### config.mk
export PLATFORM = sky130hd
export DESIGN_NAME = rect_alpha_blend_fill
export DESIGN_NICKNAME = d
export VERILOG_FILES = /design/src/hdl/rab_pkg.sv /design/src/hdl/rab_cfg.sv /design/src/hdl/rab_front.sv /design/src/hdl/rab_div_stage.sv /design/src/hdl/rect_alpha_blend_fill.sv
export SDC_FILE = /design/constraint.sdc
export NUM_CORES = 2
export LEC_CHECK = 0
export BUFFER_PORTS_ARGS = -buffer_cell sky130_fd_sc_hd__buf_2
export CAP_MARGIN = 20
export CORE_UTILIZATION = 50
export DETAILED_ROUTE_END_ITERATION = 6
export PLACE_DENSITY = 0.68
export SYNTH_ARGS = -nofsm -noshare
export SYNTH_HDL_FRONTEND = slang
export SYNTH_SLANG_ARGS = --single-unit
### constraint.sdc
create_clock -name clk -period 41.8 [get_ports clk]
set_input_delay 2.09 -clock clk [delete_from_list [all_inputs] [get_ports clk]]
set_output_delay 2.09 -clock clk [all_outputs]
set_load 0.005 [all_outputs]
### src/hdl/rab_pkg.sv
// shared types, constants and helpers for the rectangle alpha blend fill
`default_nettype none
package rab_pkg;

  localparam int unsigned MAX_FRAME_DIM_DEF = 4096;

  localparam int unsigned REG_W      = 13;
  localparam int unsigned POS_W      = 12;
  localparam int unsigned COLOR_W    = 32;
  localparam int unsigned CFG_IDX_W  = 3;
  localparam int unsigned CFG_DATA_W = 32;
  localparam int unsigned IN_DATA_W  = 56;
  localparam int unsigned CH_W       = 8;
  localparam int unsigned LANES      = 3;
  localparam int unsigned PROD_W     = 16;
  localparam int unsigned DEN_W      = 16;
  localparam int unsigned NUM_W      = 24;
  localparam int unsigned QUO_W      = 8;

  localparam logic [REG_W-1:0] FRAME_DIM_RST = 13'd4096;

  typedef enum logic [CFG_IDX_W-1:0] {
    REG_FILL_COLOR   = 3'd0,
    REG_RECT_LEFT    = 3'd1,
    REG_RECT_TOP     = 3'd2,
    REG_RECT_RIGHT   = 3'd3,
    REG_RECT_BOTTOM  = 3'd4,
    REG_FRAME_WIDTH  = 3'd5,
    REG_FRAME_HEIGHT = 3'd6
  } cfg_reg_t;

  // clipped rectangle, start inclusive and end exclusive
  typedef struct packed {
    logic [REG_W-1:0] x_lo;
    logic [REG_W-1:0] x_hi;
    logic [REG_W-1:0] y_lo;
    logic [REG_W-1:0] y_hi;
  } bounds_t;

  // word carried down the divider stages, lane 0 is blue, lane 2 is red
  typedef struct packed {
    logic                              hit;
    logic [COLOR_W-1:0]                dst;
    logic [DEN_W-1:0]                  den;
    logic [LANES-1:0][NUM_W-1:0]       rem;
    logic [LANES-1:0][QUO_W-1:0]       quo;
  } div_word_t;

  // floor(d / 255) for d below 255 * 256
  function automatic logic [CH_W-1:0] div255(input logic [DEN_W-1:0] d);
    logic [DEN_W:0] s;
    s = {1'b0, d} + (DEN_W+1)'(1) + {{(DEN_W-CH_W+1){1'b0}}, d[DEN_W-1:CH_W]};
    return s[DEN_W-1:CH_W];
  endfunction

endpackage
`default_nettype wire

### src/hdl/rab_cfg.sv
// configuration registers and the registered clipped rectangle bounds
`default_nettype none
module rab_cfg #(
  parameter int unsigned MAX_FRAME_DIM = rab_pkg::MAX_FRAME_DIM_DEF
) (
  input  wire logic                             clk,
  input  wire logic                             rst,
  input  wire logic                             cfg_we,
  input  wire logic [rab_pkg::CFG_IDX_W-1:0]    cfg_index,
  input  wire logic [rab_pkg::CFG_DATA_W-1:0]   cfg_data,
  output logic      [rab_pkg::COLOR_W-1:0]      fill_color,
  output rab_pkg::bounds_t                      bounds
);
  import rab_pkg::*;

  localparam int unsigned DIM_W = $clog2(MAX_FRAME_DIM + 1);
  localparam int unsigned LIM_W = (REG_W > DIM_W) ? REG_W : DIM_W;
  localparam logic [LIM_W-1:0] DIM_LIMIT = LIM_W'(MAX_FRAME_DIM);

  logic [REG_W-1:0] rect_left;
  logic [REG_W-1:0] rect_top;
  logic [REG_W-1:0] rect_right;
  logic [REG_W-1:0] rect_bottom;
  logic [REG_W-1:0] frame_width;
  logic [REG_W-1:0] frame_height;
  bounds_t          bounds_next;

  // ordered edges, end clipped to the frame and the frame to the limit
  function automatic logic [2*REG_W-1:0] span(input logic [REG_W-1:0] e0,
                                               input logic [REG_W-1:0] e1,
                                               input logic [REG_W-1:0] frame);
    logic [REG_W-1:0] lo;
    logic [REG_W-1:0] hi_e;
    logic [LIM_W-1:0] lim;
    logic [LIM_W-1:0] hi_w;
    lo   = (e0 < e1) ? e0 : e1;
    hi_e = (e0 > e1) ? e0 : e1;
    lim  = (LIM_W'(frame) > DIM_LIMIT) ? DIM_LIMIT : LIM_W'(frame);
    hi_w = (LIM_W'(hi_e) < lim) ? LIM_W'(hi_e) : lim;
    return {lo, hi_w[REG_W-1:0]};
  endfunction

  always_ff @(posedge clk) begin
    if (rst) begin
      fill_color   <= '0;
      rect_left    <= '0;
      rect_top     <= '0;
      rect_right   <= '0;
      rect_bottom  <= '0;
      frame_width  <= FRAME_DIM_RST;
      frame_height <= FRAME_DIM_RST;
    end else if (cfg_we) begin
      unique case (cfg_index)
        REG_FILL_COLOR:   fill_color   <= cfg_data[COLOR_W-1:0];
        REG_RECT_LEFT:    rect_left    <= cfg_data[REG_W-1:0];
        REG_RECT_TOP:     rect_top     <= cfg_data[REG_W-1:0];
        REG_RECT_RIGHT:   rect_right   <= cfg_data[REG_W-1:0];
        REG_RECT_BOTTOM:  rect_bottom  <= cfg_data[REG_W-1:0];
        REG_FRAME_WIDTH:  frame_width  <= cfg_data[REG_W-1:0];
        REG_FRAME_HEIGHT: frame_height <= cfg_data[REG_W-1:0];
        default: ;
      endcase
    end
  end

  always_comb begin
    {bounds_next.x_lo, bounds_next.x_hi} = span(rect_left, rect_right, frame_width);
    {bounds_next.y_lo, bounds_next.y_hi} = span(rect_top, rect_bottom, frame_height);
  end

  always_ff @(posedge clk) begin
    if (rst) begin
      bounds <= '0;
    end else begin
      bounds <= bounds_next;
    end
  end

endmodule
`default_nettype wire

### src/hdl/rab_front.sv
// input register, rectangle test and the blend products ahead of the divider
`default_nettype none
module rab_front (
  input  wire logic                          clk,
  input  wire logic                          rst,
  input  wire logic                          en,
  input  wire logic                          in_valid,
  input  wire logic [rab_pkg::POS_W-1:0]     pos_x,
  input  wire logic [rab_pkg::POS_W-1:0]     pos_y,
  input  wire logic [rab_pkg::COLOR_W-1:0]   dst_pixel,
  input  wire logic [rab_pkg::COLOR_W-1:0]   fill_color,
  input  rab_pkg::bounds_t                   bounds,
  output logic                               out_valid,
  output rab_pkg::div_word_t                 out_word
);
  import rab_pkg::*;

  // stage a: captured transfer
  logic               a_valid;
  logic [POS_W-1:0]   a_x;
  logic [POS_W-1:0]   a_y;
  logic [COLOR_W-1:0] a_dst;

  // stage b: 8x8 products
  logic                          b_valid;
  logic                          b_inside;
  logic [COLOR_W-1:0]            b_dst;
  logic [PROD_W-1:0]             b_ta255;
  logic [PROD_W-1:0]             b_wb;
  logic [LANES-1:0][PROD_W-1:0]  b_tcta;

  logic [CH_W-1:0]               ta;
  logic [CH_W-1:0]               ba;
  logic                          inside_next;
  logic [PROD_W-1:0]             wb_next;
  logic [PROD_W-1:0]             ta255_next;
  logic [LANES-1:0][PROD_W-1:0]  tcta_next;
  div_word_t                     word_next;

  always_ff @(posedge clk) begin
    if (rst) begin
      a_valid <= 1'b0;
    end else if (en) begin
      a_valid <= in_valid;
    end
  end

  always_ff @(posedge clk) begin
    if (en) begin
      a_x   <= pos_x;
      a_y   <= pos_y;
      a_dst <= dst_pixel;
    end
  end

  always_comb begin
    ta          = fill_color[COLOR_W-1 -: CH_W];
    ba          = a_dst[COLOR_W-1 -: CH_W];
    inside_next = ({1'b0, a_x} >= bounds.x_lo) && ({1'b0, a_x} < bounds.x_hi) &&
                  ({1'b0, a_y} >= bounds.y_lo) && ({1'b0, a_y} < bounds.y_hi);
    wb_next     = ba * (8'd255 - ta);
    ta255_next  = {ta, {CH_W{1'b0}}} - {{CH_W{1'b0}}, ta};
    for (int i = 0; i < LANES; i++) begin
      tcta_next[i] = fill_color[i*CH_W +: CH_W] * ta;
    end
  end

  always_ff @(posedge clk) begin
    if (rst) begin
      b_valid <= 1'b0;
    end else if (en) begin
      b_valid <= a_valid;
    end
  end

  always_ff @(posedge clk) begin
    if (en) begin
      b_inside <= inside_next;
      b_dst    <= a_dst;
      b_ta255  <= ta255_next;
      b_wb     <= wb_next;
      b_tcta   <= tcta_next;
    end
  end

  // numerators and the shared denominator
  always_comb begin
    word_next.hit = b_inside;
    word_next.dst = b_dst;
    word_next.den = b_ta255 + b_wb;
    word_next.quo = '0;
    for (int i = 0; i < LANES; i++) begin
      word_next.rem[i] = ({b_tcta[i], {CH_W{1'b0}}} - {{CH_W{1'b0}}, b_tcta[i]})
                       + b_dst[i*CH_W +: CH_W] * b_wb;
    end
  end

  always_ff @(posedge clk) begin
    if (rst) begin
      out_valid <= 1'b0;
    end else if (en) begin
      out_valid <= b_valid;
    end
  end

  always_ff @(posedge clk) begin
    if (en) begin
      out_word <= word_next;
    end
  end

endmodule
`default_nettype wire

### src/hdl/rab_div_stage.sv
// one registered restoring division step, three colour lanes sharing a divisor
`default_nettype none
module rab_div_stage #(
  parameter int unsigned SHIFT = 0
) (
  input  wire logic            clk,
  input  wire logic            rst,
  input  wire logic            en,
  input  wire logic            in_valid,
  input  rab_pkg::div_word_t   in_word,
  output logic                 out_valid,
  output rab_pkg::div_word_t   out_word
);
  import rab_pkg::*;

  logic [NUM_W:0] den_sh;
  logic [NUM_W:0] trial;
  div_word_t      word_next;

  always_comb begin
    word_next = in_word;
    den_sh    = {{(NUM_W+1-DEN_W){1'b0}}, in_word.den} << SHIFT;
    trial     = '0;
    for (int i = 0; i < LANES; i++) begin
      trial = {1'b0, in_word.rem[i]} - den_sh;
      if (!trial[NUM_W]) begin
        word_next.rem[i]        = trial[NUM_W-1:0];
        word_next.quo[i][SHIFT] = 1'b1;
      end
    end
  end

  always_ff @(posedge clk) begin
    if (rst) begin
      out_valid <= 1'b0;
    end else if (en) begin
      out_valid <= in_valid;
    end
  end

  always_ff @(posedge clk) begin
    if (en) begin
      out_word <= word_next;
    end
  end

endmodule
`default_nettype wire

### src/hdl/rect_alpha_blend_fill.sv
// Rectangle fill with non-premultiplied "over" blending on ARGB8888 pixels.
// Input stream s_axis carries one pixel position and the destination pixel
// found there; output stream m_axis returns the pixel, blended with the fill
// colour when the position lies in the rectangle clipped to the frame, else
// unchanged, with tuser high for a blended pixel. One result per transfer,
// in order.
// Registers must be written via cfg_we / cfg_index / cfg_data with no pixel
// in flight, unchecked by the block; clipped bounds follow in the next cycle.
// From input transfer to output valid a pixel passes three stages for
// the rectangle test and the products, eight stages of a restoring divider
// (one quotient bit per stage, three colour lanes in parallel) and the output
// register. One pixel is accepted every cycle unless the output stalls.
// When the receiver stalls with a result waiting, the whole pipeline holds
// and s_axis_tready drops in the same cycle; nothing is lost or repeated.
// Reset clears all valid bits and loads the register defaults (colour and
// rectangle zero, frame 4096 by 4096); s_axis_tready is high after reset.
`default_nettype none
module rect_alpha_blend_fill #(
  parameter int unsigned MAX_FRAME_DIM = rab_pkg::MAX_FRAME_DIM_DEF
) (
  input  wire logic                             clk,
  input  wire logic                             rst,
  input  wire logic                             s_axis_tvalid,
  output logic                                  s_axis_tready,
  // pos_x [11:0], pos_y [23:12], dst_pixel [55:24]
  input  wire logic [rab_pkg::IN_DATA_W-1:0]    s_axis_tdata,
  output logic                                  m_axis_tvalid,
  input  wire logic                             m_axis_tready,
  // out_pixel [31:0]
  output logic      [rab_pkg::COLOR_W-1:0]      m_axis_tdata,
  // inside_rect [0]
  output logic                                  m_axis_tuser,
  input  wire logic                             cfg_we,
  input  wire logic [rab_pkg::CFG_IDX_W-1:0]    cfg_index,
  input  wire logic [rab_pkg::CFG_DATA_W-1:0]   cfg_data
);
  import rab_pkg::*;

  logic               en;
  logic [COLOR_W-1:0] fill_color;
  bounds_t            bounds;
  logic [QUO_W:0]     div_valid;
  div_word_t          div_word [QUO_W+1];
  div_word_t          last;
  logic               den_zero;
  logic [COLOR_W-1:0] blended;
  logic [COLOR_W-1:0] pixel_next;

  // a single stall signal freezes every stage
  assign en            = !m_axis_tvalid || m_axis_tready;
  assign s_axis_tready = en;

  rab_cfg #(
    .MAX_FRAME_DIM (MAX_FRAME_DIM)
  ) u_cfg (
    .clk        (clk),
    .rst        (rst),
    .cfg_we     (cfg_we),
    .cfg_index  (cfg_index),
    .cfg_data   (cfg_data),
    .fill_color (fill_color),
    .bounds     (bounds)
  );

  rab_front u_front (
    .clk        (clk),
    .rst        (rst),
    .en         (en),
    .in_valid   (s_axis_tvalid),
    .pos_x      (s_axis_tdata[POS_W-1:0]),
    .pos_y      (s_axis_tdata[2*POS_W-1:POS_W]),
    .dst_pixel  (s_axis_tdata[2*POS_W +: COLOR_W]),
    .fill_color (fill_color),
    .bounds     (bounds),
    .out_valid  (div_valid[0]),
    .out_word   (div_word[0])
  );

  // quotient bits from the top down
  for (genvar k = 0; k < QUO_W; k++) begin : g_div
    rab_div_stage #(
      .SHIFT (QUO_W - 1 - k)
    ) u_stage (
      .clk       (clk),
      .rst       (rst),
      .en        (en),
      .in_valid  (div_valid[k]),
      .in_word   (div_word[k]),
      .out_valid (div_valid[k+1]),
      .out_word  (div_word[k+1])
    );
  end

  always_comb begin
    last     = div_word[QUO_W];
    den_zero = (last.den == '0);
    blended[COLOR_W-1 -: CH_W] = div255(last.den);
    for (int i = 0; i < LANES; i++) begin
      blended[i*CH_W +: CH_W] = den_zero ? '0 : last.quo[i];
    end
    pixel_next = last.hit ? blended : last.dst;
  end

  always_ff @(posedge clk) begin
    if (rst) begin
      m_axis_tvalid <= 1'b0;
    end else if (en) begin
      m_axis_tvalid <= div_valid[QUO_W];
    end
  end

  always_ff @(posedge clk) begin
    if (en) begin
      m_axis_tdata <= pixel_next;
      m_axis_tuser <= last.hit;
    end
  end

endmodule
`default_nettype wire

After elaboration in Yosys (flattened, before gate mapping)
Cells that the tools add are included.
{"block": "totals", "wordCells": 238, "out_inout_bits": 35, "register_bits": 1501}
{"block": "op_classes", "add_sub_neg": 35, "multipliers": 7, "n_lt_le_gt_ge": 12, "mux": 33, "n_eq_ne": 6, "reduce_logical": 14}
{"operator": "$mux 24", "n": 21}
{"operator": "$mux 13", "n": 8}
{"operator": "$sub 24x16->25", "n": 3}
{"operator": "$sub 24x17->25", "n": 3}
{"operator": "$sub 24x18->25", "n": 3}
{"operator": "$sub 24x19->25", "n": 3}
{"operator": "$sub 24x20->25", "n": 3}
{"operator": "$sub 24x21->25", "n": 3}
{"operator": "$sub 24x22->25", "n": 3}
{"operator": "$sub 24x23->25", "n": 3}
{"operator": "$add 24x24->24", "n": 3}
{"operator": "$mul 8x16->24", "n": 3}
{"operator": "$sub 24x16->24", "n": 3}
{"operator": "$lt 13x13->1", "n": 4}
{"operator": "$mul 8x8->16", "n": 3}
{"operator": "$mux 32", "n": 1}
{"operator": "$ge 12x13->1", "n": 2}
{"operator": "$gt 13x13->1", "n": 2}
{"operator": "$gt 13x13->1 const B", "n": 2}
{"operator": "$lt 12x13->1", "n": 2}
{"operator": "$mux 8", "n": 3}
{"operator": "$add 16x1->16 const B", "n": 1}
{"operator": "$add 16x16->16", "n": 1}
{"operator": "$add 16x8->16", "n": 1}
{"operator": "other kinds (12)", "n": 23}

Longest topological paths before layout
{"block": "logic_depth", "depth_word": 4, "mapped_depth": 22, "depth_no_buf": 21}

Modules after synthesis
From an unflattened synthesis, not the netlist that was laid out.
{"block": "hier_totals", "cells_unflattened": 9349, "area_unflattened_um2": 104997.0}
{"module": "rab_front", "n_inst": 1, "cells_per_inst": 3230, "area_each_um2": 33756.1, "seq_area_each_um2": 8768.4}
{"module": "rab_div_stage at g_div[1].u_stage", "n_inst": 1, "cells_per_inst": 622, "area_each_um2": 7897.6, "seq_area_each_um2": 4374.2}
{"module": "rab_div_stage at g_div[6].u_stage", "n_inst": 1, "cells_per_inst": 663, "area_each_um2": 7826.3, "seq_area_each_um2": 4374.2}
{"module": "rab_div_stage at g_div[4].u_stage", "n_inst": 1, "cells_per_inst": 633, "area_each_um2": 7815.0, "seq_area_each_um2": 4374.2}
{"module": "rab_div_stage at g_div[7].u_stage", "n_inst": 1, "cells_per_inst": 689, "area_each_um2": 7797.5, "seq_area_each_um2": 4374.2}
{"module": "rab_div_stage at g_div[0].u_stage", "n_inst": 1, "cells_per_inst": 583, "area_each_um2": 7727.4, "seq_area_each_um2": 4374.2}
{"module": "rab_cfg", "n_inst": 1, "cells_per_inst": 962, "area_each_um2": 7641.1, "seq_area_each_um2": 3243.1}
{"module": "rab_div_stage at g_div[5].u_stage", "n_inst": 1, "cells_per_inst": 623, "area_each_um2": 7628.6, "seq_area_each_um2": 4374.2}
{"module": "rab_div_stage at g_div[3].u_stage", "n_inst": 1, "cells_per_inst": 631, "area_each_um2": 7597.3, "seq_area_each_um2": 4374.2}
{"module": "rab_div_stage at g_div[2].u_stage", "n_inst": 1, "cells_per_inst": 582, "area_each_um2": 7587.3, "seq_area_each_um2": 4374.2}
{"module": "rect_alpha_blend_fill", "n_inst": 1, "cells_per_inst": 131, "area_each_um2": 1722.9, "seq_area_each_um2": 1011.0}

Worst setup path after synthesis
No wires, ideal clock.
{"block": "synth_path", "kind": "input-to-reg", "startpoint": "input port m_axis_tready", "endpoint": "register g_div[0].u_stage.out_word[100] in the netlist's numbering (enable)", "setup_ns": 2.221, "t_required_ns": 39.579, "stages": 3, "setup_slack_ns": 1.371, "arrival_ns": 38.208, "cell_sequence": "nor2b_1 -> inv_1 -> clkbuf_1"}
{"block": "synth_between", "elab_chain_cells": 1}
{"element": "start, declared", "line": "rect_alpha_blend_fill.sv:28", "source": "input wire logic m_axis_tready,"}
{"element": "$logic_or 1x1->1", "line": "rect_alpha_blend_fill.sv:50", "source": "assign en = !m_axis_tvalid || m_axis_tready;"}
{"element": "named net s_axis_tready", "line": "rect_alpha_blend_fill.sv:24", "source": "output logic s_axis_tready,"}
{"element": "end signal, assigned", "line": "rab_div_stage.sv:43", "source": "out_word <= word_next;"}
{"element": "end, declared", "line": "rab_div_stage.sv:12", "source": "output rab_pkg::div_word_t out_word"}
The timed path passes the listed nets, and every way through them passes these cells.
A chain may end at the register's enable or synchronous reset.

==> results_dict.tcl <==
set metrics [dict create \
    run_status "completed" \
    drt-met1-wl_mm 89.4 \
    cp_data_required_time_ns 42.38 \
    stdcell_count 11200 \
    fin_skew_ns 0.0423 \
    clk_pin_slew_ns 0.06 \
    dp_hpwl_mm 165 \
    grt.overflow.total 0 \
    place.gp.congestion 0.947 \
    cts_tree "yes" \
    syn_inst 8435 \
    end_kind "flip-flop" \
    port_buffers 130 \
    ant_nets 0 \
    crit_top_cell "fa_1" \
    dieArea_sq_um 190000 \
    netlist_area_sq_um 94400 \
    worst_slew_pin_slew_ns 1.13 \
    seq_area_frac_synth_pct 45.9 \
    crit_family "adder cells" \
    cts-hold-fix-buffers 0 \
    synth_seq_cells 1501 \
    syn-num-nets 9851 \
    totalWireLength_mm 215 \
    post_synth_num_cell_types 99 \
    wire_per_inst_microns 19.2 \
    wl_met2_mm 109 \
    cp_max_fo 17 \
    core_area_sq_um 188000 \
    post-route-min-period_ns 6.34 \
    tns_ns 0 \
    yosysWarningCount 0 \
    nFillCells 15800 \
    antenna_found_initial 4 \
    dpl.cell_count 10900 \
    num_io_pins 131 \
    start_kind "flip-flop" \
    min_period_over_period_pct 15.2 \
    criticalPathCategory "flip-flop to flip-flop" \
    hold_viol 0 \
    vias_per_cell 5.44 \
    min_path_type "flip-flop to flip-flop" \
    grt_max_degree 194 \
    layout.nets 10000 \
    clk-insertion-delay-late_ns 0.85 \
    highest_layer "met5" \
    cts_made_buffers 167 \
    grt_pass1_vias 62500 \
    clockBufferDepth 3 \
    synth_edf_count 1327 \
    start_util_pct 50.3 \
    first_iter_violations 3677 \
    fp-row-count 159 \
    crit_chain "nand2_1, fa_1, inv_1, fa_1, fa_1, fa_1, fa_1, ha_1, a21o_1, a21o_1, a2111oi_1, nor4_1, o21ai_0, a21oi_1, o21a_1, nor2_1, xnor2_1" \
    slew_headroom_pct 24.5 \
    grt_setup_unrepaired "no" \
    h-tree-depth 4 \
    clkSinkCount 1501 \
    fmax_mhz 158 \
    async_flop_share_pct 0 \
    vias 61100 \
    area_growth_pct 9.74 \
    slowest_stage "edfxtp_1" \
    grt.total_usage_pct 22.5 \
    avgSynthCellArea_sq_um 11.2 \
    drive_gt1_share_pct 7.66 \
    clock_tree.root_cell "clkbuf_16" \
    die_h_microns 436 \
    holdWs_ns 0.411 \
    grt_first_pass_wirelength_mm 338 \
    cts_resized 0 \
    cp.arrival_ns 6.92 \
    die_w_microns 436 \
    setup_viol 0 \
    crit_buf_inv 1 \
    maxCapViolCount 0 \
    drc 0 \
    routed-wl-met3_mm 8.83 \
    cts_setup_buffers 0 \
    slew_viol_final 0 \
    ys.flop_type "edfxtp_1" \
    max_stage_delay_ns 0.87 \
    drt_first_pass_iters 6 \
]
==> worst paths after layout <==
check | slack, ns | depth (start not counted) | start | endpoint
worst max-delay path | 35.46 | 17 | u_front.b_dst[8] | u_front.out_word[71]
worst min-delay path | 0.41 | 0 | g_div[3].u_stage.out_word[142] | g_div[4].u_stage.out_word[142]
worst max register to register | 35.46 | 17 | u_front.b_dst[8] | u_front.out_word[71]
worst min register to register | 0.41 | 0 | g_div[3].u_stage.out_word[142] | g_div[4].u_stage.out_word[142]
==> metrics by stage <==
| stage | setup slack (ns) | instance area (sq um) | util, % |
|---|---|---|---|
| after floorplan | 1.37 | 94400 | - |
| after global placement | 35.12 | 97900 | 52.2 |
| after detailed placement | 35.03 | 97900 | 52.2 |
| after CTS | 35.48 | 104000 | 55.2 |
| after global routing | 35.14 | 104000 | 55.2 |
| final | 35.46 | 104000 | 55.2 |
==> kinds of logic after synthesis <==
| kind of cell | Yosys count | synth area share (%) |
|---|---|---|
| compound gates | 1462 | 9.79 |
| flops | 1501 | 45.9 |
| simple gates | 2391 | 12.1 |
| xor+xnor | 403 | 3.74 |
| fa+ha+maj | 1320 | 21.5 |
| mux | 183 | 2.14 |
| buf+inv | 1175 | 4.80 |
==> state kept, by name, indices dropped and copies added, names as in the netlist, 32 cells and up <==
register and cells:
u_front.b_tcta 48, g_div.u_stage.out_word 1004, u_front.b_dst 32, u_front.a_dst 32, u_cfg.fill_color 32, m_axis_tdata 32, u_cfg.bounds 52, u_front.out_word 121
==> cells in the mapped netlist, drive strengths merged (13+ instances only) <==
| library cell | count | area, sq um |
|---|---|---|
| nor2 | 457 | 1720 |
| xnor2 | 260 | 2280 |
| inv | 959 | 3600 |
| fa | 505 | 10100 |
| clkbuf | 151 | 567 |
| o21a | 97 | 728 |
| a21boi | 30 | 225 |
| nand3b | 32 | 240 |
| nor2b | 131 | 820 |
| nand4 | 31 | 194 |
| nand2b | 141 | 882 |
| dfxtp | 174 | 3480 |
| nor3 | 141 | 717 |
| xor2 | 143 | 1250 |
| and2 | 298 | 1860 |
| mux2i | 51 | 510 |
| o21bai | 22 | 165 |
| a2111oi | 13 | 123 |
| o211ai | 22 | 175 |
| nand3 | 102 | 510 |
| a21oi | 526 | 2660 |
| or2 | 23 | 144 |
| nand2 | 899 | 3380 |
| a211o | 16 | 140 |
| o21ai | 325 | 1640 |
| and3 | 28 | 181 |
| o2111ai | 18 | 158 |
| a211oi | 34 | 265 |
| or3 | 41 | 257 |
| mux2 | 132 | 1510 |
| nor4 | 32 | 215 |
| a22o | 27 | 236 |
| buf | 65 | 360 |
| ha | 815 | 10200 |
| a21o | 136 | 1020 |
| a31oi | 35 | 219 |
| o31ai | 44 | 344 |
| edfxtp | 1327 | 39800 |
==> final cells by class <==
cell class / count / area, sq um / area share [%]
diodes: 1 / 2.50 / 0.00242
clock buffers: 203 / 4450 / 4.29
clock inverters: 102 / 1220 / 1.18
inverters: 959 / 3610 / 3.48
multi-input cells: 5759 / 46600 / 45.0
flip-flops and latches: 1501 / 43300 / 41.8
well taps: 2495 / 3120 / 3.01
repair buffers: 205 / 1270 / 1.23
==> routing by layer <==
metal  track usage, %  vias up
met5                0        -
met4             8.71        2
met3             3.30      465
met2             40.1     1338
met1             27.4    29700
li1                 -    29600
==> cell usage in the layout (no fill, tap or decap), types with 42 or more instances in the layout <==
cell and instances:
nor2_1 457, mux2_2 119, o31ai_1 42, xnor2_1 260, inv_1 953, a21o_1 136
nor2b_1 131, dfxtp_1 174, nand3_1 102, buf_2 129, o21a_1 97, clkbuf_16 168
o21ai_0 299, buf_4 72, fa_1 505, xor2_1 143, edfxtp_1 1327, and2_1 298
ha_1 815, nor3_1 139, nand2_1 895, a21oi_1 520, mux2i_1 51, nand2b_1 141
Power is left out: the tool's default activity adds up to more than one toggle a clock period on the data nets, which glitch-free logic cannot reach.
